==> config.mk <==
export PLATFORM = sky130hd
export DESIGN_NAME = thick_bresenham_line_stepper_top
export DESIGN_NICKNAME = d
export VERILOG_FILES = /design/src/hdl/tbls_pkg.sv /design/src/hdl/tbls_line_core.sv /design/src/hdl/tbls_brush_emitter.sv /design/src/hdl/thick_bresenham_line_stepper_top.sv
export SDC_FILE = /design/constraint.sdc
export NUM_CORES = 1
export LEC_CHECK = 0
export BUFFER_PORTS_ARGS = -buffer_cell sky130_fd_sc_hd__buf_2
export CAP_MARGIN = 20
export CORE_MARGIN = 2
export CORE_UTILIZATION = 30
export CTS_BUF_LIST = sky130_fd_sc_hd__clkbuf_8
export DETAILED_ROUTE_END_ITERATION = 6
export PLACE_DENSITY_LB_ADDON = 0.12
export SLEW_MARGIN = 5
export SYNTH_ARGS = -nofsm -noshare
export SYNTH_HDL_FRONTEND = slang
export SYNTH_HIERARCHICAL = 1
export SYNTH_SLANG_ARGS = --single-unit
==> constraint.sdc <==
create_clock -name aclk -period 7.3 [get_ports aclk]
set_input_delay 1.095 -clock aclk [delete_from_list [all_inputs] [get_ports aclk]]
set_output_delay 1.095 -clock aclk [all_outputs]
set_load 0.01 [all_outputs]
==> src/hdl/tbls_pkg.sv <==
`default_nettype none

package tbls_pkg;

    localparam int COORD_BITS_DEF = 12;
    localparam int COLOR_BITS     = 24;
    localparam int BRUSH_PIXELS   = 9;
    localparam int IDX_W          = 4;
    localparam logic [IDX_W-1:0] BRUSH_LAST = IDX_W'(BRUSH_PIXELS - 1);

    localparam logic OP_START = 1'b0;
    localparam logic OP_STEP  = 1'b1;

    // Request from the line core to the brush emitter.
    typedef struct packed {
        logic load;   // take a new point snapshot
        logic done;   // the point is the line endpoint
    } brush_ctl_t;

    // Brush offsets in emission order, as 2-bit signed values.
    function automatic logic signed [1:0] brush_dx(input logic [IDX_W-1:0] idx);
        logic signed [1:0] off;
        unique case (idx)
            4'd0:    off = 2'sd0;
            4'd1:    off = -2'sd1;
            4'd2:    off = 2'sd1;
            4'd3:    off = -2'sd1;
            4'd4:    off = 2'sd0;
            4'd5:    off = 2'sd1;
            4'd6:    off = 2'sd0;
            4'd7:    off = 2'sd1;
            4'd8:    off = -2'sd1;
            default: off = 2'sd0;
        endcase
        return off;
    endfunction

    function automatic logic signed [1:0] brush_dy(input logic [IDX_W-1:0] idx);
        logic signed [1:0] off;
        unique case (idx)
            4'd0, 4'd1, 4'd2: off = 2'sd0;
            4'd3, 4'd4, 4'd5: off = 2'sd1;
            4'd6, 4'd7, 4'd8: off = -2'sd1;
            default:          off = 2'sd0;
        endcase
        return off;
    endfunction

endpackage

`default_nettype wire

==> src/hdl/tbls_line_core.sv <==
`default_nettype none

module tbls_line_core #(
    parameter int COORD_BITS = tbls_pkg::COORD_BITS_DEF
) (
    input  wire                            aclk,
    input  wire                            aresetn,
    input  wire                            in_valid,
    output logic                           in_ready,
    input  wire                            in_op,
    input  wire  [COORD_BITS-1:0]          in_start_x,
    input  wire  [COORD_BITS-1:0]          in_start_y,
    input  wire  [COORD_BITS-1:0]          in_end_x,
    input  wire  [COORD_BITS-1:0]          in_end_y,
    input  wire  [tbls_pkg::COLOR_BITS-1:0] in_color,
    input  wire                            emit_free,
    output tbls_pkg::brush_ctl_t           ctl,
    output logic [COORD_BITS-1:0]          pt_x,
    output logic [COORD_BITS-1:0]          pt_y,
    output logic [tbls_pkg::COLOR_BITS-1:0] pt_color
);
    import tbls_pkg::*;

    localparam int CB    = COORD_BITS;
    localparam int DW    = CB + 1;
    localparam int ERR_W = CB + 2;

    // Input holding register.
    logic                  in_valid_reg, in_valid_next;
    logic                  in_op_reg;
    logic [CB-1:0]         in_sx_reg, in_sy_reg, in_ex_reg, in_ey_reg;
    logic [COLOR_BITS-1:0] in_color_reg;

    // Line state.
    logic [CB-1:0]           cur_x_reg, cur_x_next, cur_y_reg, cur_y_next;
    logic [CB-1:0]           tgt_x_reg, tgt_x_next, tgt_y_reg, tgt_y_next;
    logic [DW-1:0]           dx_reg, dx_next, dy_reg, dy_next;
    logic                    neg_x_reg, neg_x_next, neg_y_reg, neg_y_next;
    logic signed [ERR_W-1:0] err_reg, err_next;
    logic [COLOR_BITS-1:0]   color_reg, color_next;
    logic                    active_reg, active_next;

    logic                    consume, do_start, do_step, done;
    logic signed [DW-1:0]    diff_x, diff_y;
    logic [DW-1:0]           abs_x, abs_y;
    logic signed [ERR_W-1:0] dx_s, dy_s, err_mx, err_my;
    logic                    move_x, move_y;

    assign do_start = in_valid_reg && (in_op_reg == OP_START);
    assign do_step  = in_valid_reg && (in_op_reg == OP_STEP) && active_reg && emit_free;
    assign consume  = do_start || do_step
                   || (in_valid_reg && (in_op_reg == OP_STEP) && !active_reg);
    assign in_ready = aresetn && (!in_valid_reg || consume);

    assign done = (cur_x_reg == tgt_x_reg) && (cur_y_reg == tgt_y_reg);

    assign ctl.load = do_step;
    assign ctl.done = done;
    assign pt_x     = cur_x_reg;
    assign pt_y     = cur_y_reg;
    assign pt_color = color_reg;

    always_comb begin
        diff_x = $signed({in_ex_reg[CB-1], in_ex_reg}) - $signed({in_sx_reg[CB-1], in_sx_reg});
        diff_y = $signed({in_ey_reg[CB-1], in_ey_reg}) - $signed({in_sy_reg[CB-1], in_sy_reg});
        abs_x  = diff_x[DW-1] ? DW'(-diff_x) : DW'(diff_x);
        abs_y  = diff_y[DW-1] ? DW'(-diff_y) : DW'(diff_y);

        dx_s   = $signed({1'b0, dx_reg});
        dy_s   = $signed({1'b0, dy_reg});
        move_x = err_reg > -dx_s;
        move_y = err_reg < dy_s;
        err_mx = move_x ? dy_s : '0;
        err_my = move_y ? dx_s : '0;
    end

    always_comb begin
        in_valid_next = in_valid_reg;
        if (consume) begin
            in_valid_next = 1'b0;
        end
        if (in_valid && in_ready) begin
            in_valid_next = 1'b1;
        end

        cur_x_next  = cur_x_reg;
        cur_y_next  = cur_y_reg;
        tgt_x_next  = tgt_x_reg;
        tgt_y_next  = tgt_y_reg;
        dx_next     = dx_reg;
        dy_next     = dy_reg;
        neg_x_next  = neg_x_reg;
        neg_y_next  = neg_y_reg;
        err_next    = err_reg;
        color_next  = color_reg;
        active_next = active_reg;

        if (do_start) begin
            cur_x_next  = in_sx_reg;
            cur_y_next  = in_sy_reg;
            tgt_x_next  = in_ex_reg;
            tgt_y_next  = in_ey_reg;
            dx_next     = abs_x;
            dy_next     = abs_y;
            neg_x_next  = diff_x[DW-1] || (diff_x == '0);
            neg_y_next  = diff_y[DW-1] || (diff_y == '0);
            err_next    = (abs_x > abs_y) ? $signed(ERR_W'(abs_x >> 1))
                                          : -$signed(ERR_W'(abs_y >> 1));
            color_next  = in_color_reg;
            active_next = 1'b1;
        end else if (do_step) begin
            if (done) begin
                active_next = 1'b0;
            end else begin
                err_next = err_reg - err_mx + err_my;
                if (move_x) begin
                    cur_x_next = neg_x_reg ? cur_x_reg - CB'(1) : cur_x_reg + CB'(1);
                end
                if (move_y) begin
                    cur_y_next = neg_y_reg ? cur_y_reg - CB'(1) : cur_y_reg + CB'(1);
                end
            end
        end
    end

    always_ff @(posedge aclk) begin
        if (!aresetn) begin
            in_valid_reg <= 1'b0;
            cur_x_reg    <= '0;
            cur_y_reg    <= '0;
            tgt_x_reg    <= '0;
            tgt_y_reg    <= '0;
            dx_reg       <= '0;
            dy_reg       <= '0;
            neg_x_reg    <= 1'b0;
            neg_y_reg    <= 1'b0;
            err_reg      <= '0;
            color_reg    <= '0;
            active_reg   <= 1'b0;
        end else begin
            in_valid_reg <= in_valid_next;
            cur_x_reg    <= cur_x_next;
            cur_y_reg    <= cur_y_next;
            tgt_x_reg    <= tgt_x_next;
            tgt_y_reg    <= tgt_y_next;
            dx_reg       <= dx_next;
            dy_reg       <= dy_next;
            neg_x_reg    <= neg_x_next;
            neg_y_reg    <= neg_y_next;
            err_reg      <= err_next;
            color_reg    <= color_next;
            active_reg   <= active_next;
        end
    end

    always_ff @(posedge aclk) begin
        if (in_valid && in_ready) begin
            in_op_reg    <= in_op;
            in_sx_reg    <= in_start_x;
            in_sy_reg    <= in_start_y;
            in_ex_reg    <= in_end_x;
            in_ey_reg    <= in_end_y;
            in_color_reg <= in_color;
        end
    end

endmodule

`default_nettype wire

==> src/hdl/tbls_brush_emitter.sv <==
`default_nettype none

module tbls_brush_emitter #(
    parameter int COORD_BITS = tbls_pkg::COORD_BITS_DEF
) (
    input  wire                             aclk,
    input  wire                             aresetn,
    input  tbls_pkg::brush_ctl_t            ctl,
    input  wire  [COORD_BITS-1:0]           pt_x,
    input  wire  [COORD_BITS-1:0]           pt_y,
    input  wire  [tbls_pkg::COLOR_BITS-1:0] pt_color,
    output logic                            emit_free,
    output logic                            out_valid,
    input  wire                             out_ready,
    output logic [COORD_BITS-1:0]           out_x,
    output logic [COORD_BITS-1:0]           out_y,
    output logic [tbls_pkg::COLOR_BITS-1:0] out_color,
    output logic                            out_last,
    output logic                            out_done
);
    import tbls_pkg::*;

    localparam int CB = COORD_BITS;

    logic                  busy_reg, busy_next;
    logic [IDX_W-1:0]      idx_reg, idx_next;
    logic [CB-1:0]         snap_x_reg, snap_y_reg;
    logic [COLOR_BITS-1:0] snap_color_reg;
    logic                  snap_done_reg;

    logic                  ovalid_reg, ovalid_next;
    logic [CB-1:0]         ox_reg, oy_reg;
    logic [COLOR_BITS-1:0] ocolor_reg;
    logic                  olast_reg, odone_reg;

    logic                  slot_free, advance;
    logic signed [1:0]     off_x, off_y;
    logic [CB-1:0]         pix_x, pix_y;

    assign slot_free = !ovalid_reg || out_ready;
    assign advance   = busy_reg && slot_free;
    assign emit_free = !busy_reg || (advance && (idx_reg == BRUSH_LAST));

    assign off_x = brush_dx(idx_reg);
    assign off_y = brush_dy(idx_reg);
    assign pix_x = snap_x_reg + {{(CB-2){off_x[1]}}, off_x};
    assign pix_y = snap_y_reg + {{(CB-2){off_y[1]}}, off_y};

    always_comb begin
        busy_next = busy_reg;
        idx_next  = idx_reg;
        if (advance) begin
            idx_next = idx_reg + IDX_W'(1);
            if (idx_reg == BRUSH_LAST) begin
                busy_next = 1'b0;
            end
        end
        if (ctl.load) begin
            busy_next = 1'b1;
            idx_next  = '0;
        end

        ovalid_next = ovalid_reg;
        if (slot_free) begin
            ovalid_next = busy_reg;
        end
    end

    always_ff @(posedge aclk) begin
        if (!aresetn) begin
            busy_reg   <= 1'b0;
            idx_reg    <= '0;
            ovalid_reg <= 1'b0;
        end else begin
            busy_reg   <= busy_next;
            idx_reg    <= idx_next;
            ovalid_reg <= ovalid_next;
        end
    end

    always_ff @(posedge aclk) begin
        if (ctl.load) begin
            snap_x_reg     <= pt_x;
            snap_y_reg     <= pt_y;
            snap_color_reg <= pt_color;
            snap_done_reg  <= ctl.done;
        end
        if (advance) begin
            ox_reg     <= pix_x;
            oy_reg     <= pix_y;
            ocolor_reg <= snap_color_reg;
            olast_reg  <= (idx_reg == BRUSH_LAST);
            odone_reg  <= snap_done_reg;
        end
    end

    assign out_valid = ovalid_reg;
    assign out_x     = ox_reg;
    assign out_y     = oy_reg;
    assign out_color = ocolor_reg;
    assign out_last  = olast_reg;
    assign out_done  = odone_reg;

endmodule

`default_nettype wire

==> src/hdl/thick_bresenham_line_stepper_top.sv <==
// Thick Bresenham line stepper: a start transaction (s_tuser low) loads the two endpoints and
// the colour of a line and produces no output; each step transaction (s_tuser high) produces
// the nine pixels of a 3x3 brush centred on the current point, the ninth marked by m_tlast and
// all nine carrying m_tuser high when the point is the endpoint, after which the line goes idle;
// a step while idle is absorbed without output. A step that draws emits one pixel per cycle
// through the single output register while m_tready does not hold it back; the next transaction
// is taken while the last pixel of a brush still waits on m_. Pixel coordinates wrap within
// COORD_BITS bits.
`default_nettype none

module thick_bresenham_line_stepper_top #(
    parameter int COORD_BITS = tbls_pkg::COORD_BITS_DEF,
    localparam int S_DATA_W = ((4 * COORD_BITS + tbls_pkg::COLOR_BITS + 7) / 8) * 8,
    localparam int M_DATA_W = ((2 * COORD_BITS + tbls_pkg::COLOR_BITS + 7) / 8) * 8
) (
    input  wire                 aclk,
    input  wire                 aresetn,
    input  wire                 s_tvalid,
    output logic                s_tready,
    // start_x, start_y, end_x, end_y, pen_color from the lowest bit up, then zero padding
    input  wire  [S_DATA_W-1:0] s_tdata,
    // op: 0 starts a line, 1 steps to the next point
    input  wire                 s_tuser,
    output logic                m_tvalid,
    input  wire                 m_tready,
    // pixel_x, pixel_y, pixel_color from the lowest bit up, then zero padding
    output logic [M_DATA_W-1:0] m_tdata,
    // brush_last
    output logic                m_tlast,
    // line_done
    output logic                m_tuser
);
    import tbls_pkg::*;

    localparam int CB = COORD_BITS;

    // Fields of the incoming transaction.
    logic [CB-1:0]         start_x, start_y, end_x, end_y;
    logic [COLOR_BITS-1:0] pen_color;

    assign start_x   = s_tdata[CB-1:0];
    assign start_y   = s_tdata[2*CB-1:CB];
    assign end_x     = s_tdata[3*CB-1:2*CB];
    assign end_y     = s_tdata[4*CB-1:3*CB];
    assign pen_color = s_tdata[4*CB+COLOR_BITS-1:4*CB];

    // Between the core and the emitter: the request to snapshot a point, and the point itself.
    brush_ctl_t            ctl;
    logic                  emit_free;
    logic [CB-1:0]         pt_x, pt_y;
    logic [COLOR_BITS-1:0] pt_color;

    logic [CB-1:0]         pixel_x, pixel_y;
    logic [COLOR_BITS-1:0] pixel_color;

    // The core holds one transaction in its input register and the line state. It retires a
    // start or an idle step at once, and a drawing step as soon as the emitter can take the
    // new point, updating the error term and position in that same cycle.
    tbls_line_core #(
        .COORD_BITS (COORD_BITS)
    ) u_core (
        .aclk       (aclk),
        .aresetn    (aresetn),
        .in_valid   (s_tvalid),
        .in_ready   (s_tready),
        .in_op      (s_tuser),
        .in_start_x (start_x),
        .in_start_y (start_y),
        .in_end_x   (end_x),
        .in_end_y   (end_y),
        .in_color   (pen_color),
        .emit_free  (emit_free),
        .ctl        (ctl),
        .pt_x       (pt_x),
        .pt_y       (pt_y),
        .pt_color   (pt_color)
    );

    // The emitter keeps a snapshot of the point and walks the brush offsets into the
    // output register, one pixel per cycle whenever the consumer allows it.
    tbls_brush_emitter #(
        .COORD_BITS (COORD_BITS)
    ) u_emitter (
        .aclk       (aclk),
        .aresetn    (aresetn),
        .ctl        (ctl),
        .pt_x       (pt_x),
        .pt_y       (pt_y),
        .pt_color   (pt_color),
        .emit_free  (emit_free),
        .out_valid  (m_tvalid),
        .out_ready  (m_tready),
        .out_x      (pixel_x),
        .out_y      (pixel_y),
        .out_color  (pixel_color),
        .out_last   (m_tlast),
        .out_done   (m_tuser)
    );

    assign m_tdata = M_DATA_W'({pixel_color, pixel_y, pixel_x});

endmodule

`default_nettype wire

==> impl_metrics.csv <==
group,metric,value,unit
status,run_status,"finished clean",
detailed_routing,drtAntennaViolNets,0,
setup_path,critical_path.slowest_cell,"a21oi_1",
clocking,cts_hold_buf,0,
sta,finalSetupViolCount,0,
logic_synthesis,yosys-top-cells-count,"197 x nand2_1, 172 x edfxtp_1, 137 x a21oi_1",
sta,fin_crit,6.65,ns
run,maxCapViolations,0,
detailed_routing,route.met2.wl,20600,µm
setup_path,crit_start,"u_core/dx_reg[2]",
finish,area_growth,15.0,%
logic_synthesis,synth-compound-area-share,16.3,%
sta,rsz0062_at_grt,"no",
clocking,ctsHtreeMaxLevel,2,
die,dieArea,56900,µm²
clocking,cts_resized,0,
detailed_routing,dr.pass1.iters,5,
die,std_cell_rows,85,
sta,setup_tns,0,ns
placement,hpwl,32500,µm
setup_path,cp_top_family,"compound AO/OA/AOI/OAI gates",
finish,fin_nets,2004,
die,ios,129,
clocking,clk_pin_slew,0.07,ns
setup_path,worstPathRequired,7.81,ns
clocking,numCtsBuffers,53,
pwr,power,0.00478,W
logic_synthesis,yosys_warnings,6,
logic_synthesis,synthAdderAreaFrac,11.8,%
sta,max_freq,150,MHz
logic_synthesis,synth_cell_type_count,91,
setup_path,cp_common_cell,"a21o_1",
detailed_routing,totalWireLength,44300,µm
logic_synthesis,synth-simple-area-share,13.7,%
detailed_routing,num_vias,12300,
clocking,cts_tree,"done",
global_route,antenna_found_initial,1,
logic_synthesis,synthFlopType,"edfxtp_1",
pwr,irDropWorstVdd,0.000123,V
pwr,powerDensity,252,nW/µm²
global_route,grt_start_max_net_pins,74,
setup_path,crit_path_start_kind,"register",
worst_hold_path,hp-class,"register to register",
worst_hold_path,min_from,"u_emitter/snap_color_reg[21]",
setup_path,crit_buf_inv,1,
setup_path,r2r-start,"u_core/dx_reg[2]",
global_route,grt_pass1_vias,12300,
global_route,grt_usage,15.7,%
detailed_routing,drt-initial-drc-count,661,
clocking,clock-sinks,298,
pwr,leakage,7.51,nW
setup_path,arrival,7.16,ns
sta,slew_viol_final,0,
logic_synthesis,syn_inst,1637,
sta,finalCritPeriodShare,91.1,%
placement,dpl_cell_area,17900,µm²
logic_synthesis,synthesis.nets,1858,
logic_synthesis,synth_edf_count,172,
die,die_x,238,µm
detailed_routing,drcViolationCount,0,
clocking,clockBufferDepth,3,
logic_synthesis,synthXorXnorAreaFrac,6.70,%
logic_synthesis,synth-async-reset-ratio,0,%
sta,hold_viol_final,0,
logic_synthesis,yosysMostFrequentCell,"nand2_1",
logic_synthesis,seq_area_frac_synth,46.6,%
sta,worst_pin_slew,0.955,ns
logic_synthesis,syn_avg_cell_area,10.1,µm²
setup_path,end_kind,"register",
logic_synthesis,syn-cell-area,16500,µm²
global_route,grt_pass1_wl,69300,µm
global_route,grt_overflow,0,
setup_path,cpPeakStageDelay,0.74,ns
placement,portBuffers,128,
die,dieHeight,238,µm
finish,final_area,19000,µm²
detailed_routing,avgViaCountPerCell,4.86,
sta,maxSlewHeadroom,36.1,%
placement,place_congestion,0.834,
detailed_routing,top_layer_used,"met4",
detailed_routing,wl_met3,1700,µm
finish,post_route_cells_drive_above_1_share,14.8,%
setup_path,criticalPathCategory,"register to register",
die,fp.coreArea,54100,µm²
sta,skew,0.0233,ns
logic_synthesis,synth.ff_latch_count,298,
die,initial_utilization,30.5,%
logic_synthesis,yosysTopAreaCell,"edfxtp_1",
clocking,clk_latency,0.64,ns
clocking,root_buffer,"clkbuf_8",
logic_synthesis,yosys-top-cells-area,"edfxtp_1 31%, dfxtp_1 15%, ha_1 9.5%, nand2_1 4.5%, a21oi_1 4.2%",
clocking,post_cts_buffers,0,
detailed_routing,routedWlPerCell,17.6,µm
detailed_routing,wl_met1,20300,µm
logic_synthesis,muxShareOfSynthArea,0.675,%
logic_synthesis,synth_top_family_by_area,"compound AO/OA/AOI/OAI gates",
finish,fin_util,35.0,%
setup_path,critPathMaxFanout,13,
logic_synthesis,yosysTopAreaCellShare,31.3,%
cell type report:
cell class                 count  area (µm²)
fill                        5518       35200
multi-input combinational   1160        8140
sequential                   298        7690
tap                          696         871
clock buffer                  57         785
timing repair buffer         142         758
inverter                     128         482
clock inverter                41         241
antenna                        1        2.50
cell usage in the layout, fill, tap and decap left out, types with 46 or more instances in the layout:
| cell | netlist | routed |
|---|---|---|
| nand2_1 | 197 | 197 |
| nor2_1 | 98 | 97 |
| o21ai_0 | 60 | 60 |
| clkbuf_8 | 0 | 57 |
| xnor2_1 | 69 | 69 |
| inv_1 | 124 | 144 |
| dfxtp_1 | 126 | 126 |
| xor2_1 | 46 | 46 |
| a21oi_1 | 137 | 137 |
| edfxtp_1 | 172 | 172 |
| buf_2 | 3 | 128 |
| ha_1 | 125 | 125 |
metal layers:
layer | track usage (%) | up-vias
li1 | - | 6148
met1 | 20.0 | 5834
met2 | 25.9 | 203
met3 | 2.86 | 82
met4 | 6.91 | 0
met5 | 0 | -
through the flow:
step                setup slack [ns]  std cells  hold slack [ns]
floorplan                       1.83       1637            0.400
global placement               0.775       2423            0.402
detailed placement             0.640       2423            0.405
CTS                            0.618       2521            0.418
global route                  0.0340       2523            0.424
finish                         0.650       2523            0.416
path summary, 6_finish.rpt:
path | endpoint | slack [ns] | cells past startpoint
setup / recovery | u_core/err_reg[13] | 0.65 | 25
hold / removal | u_emitter/out_color[21] | 0.42 | 0
setup reg to reg | u_core/err_reg[13] | 0.65 | 25
hold reg to reg | u_emitter/out_color[21] | 0.42 | 0
worst register-to-register path: cells and delay by family (launching register included):
family,cells,cell delay (ns)
flip-flops,1,0.36
AO/OA/AOI/OAI,12,2.82
XOR/XNOR,2,0.32
buffers and inverters,1,0.08
AND/OR/NAND/NOR,7,1.91
adder cells (fa/ha/maj),3,1.01
power by group:
part           total [W]  switching (W)  leakage (nW)  internal, W
Combinational    0.00135       0.000813          4.30     0.000537
Clock            0.00152       0.000727         0.610     0.000796
Sequential       0.00191      0.0000667          2.59      0.00184
Total            0.00478        0.00161          7.51      0.00318
kinds of logic (layout without fill, tap and decap cells):
kind of cell | Yosys count | in the layout
AND/OR/NAND/NOR | 484 | 484
XOR/XNOR | 121 | 121
AO/OA/AOI/OAI | 400 | 400
other | 0 | 1
multiplexers | 11 | 11
adder cells (fa/ha/maj) | 144 | 144
buffers and inverters | 179 | 368
flip-flops | 298 | 298
Note: power is estimated with default switching activity, not from simulation.
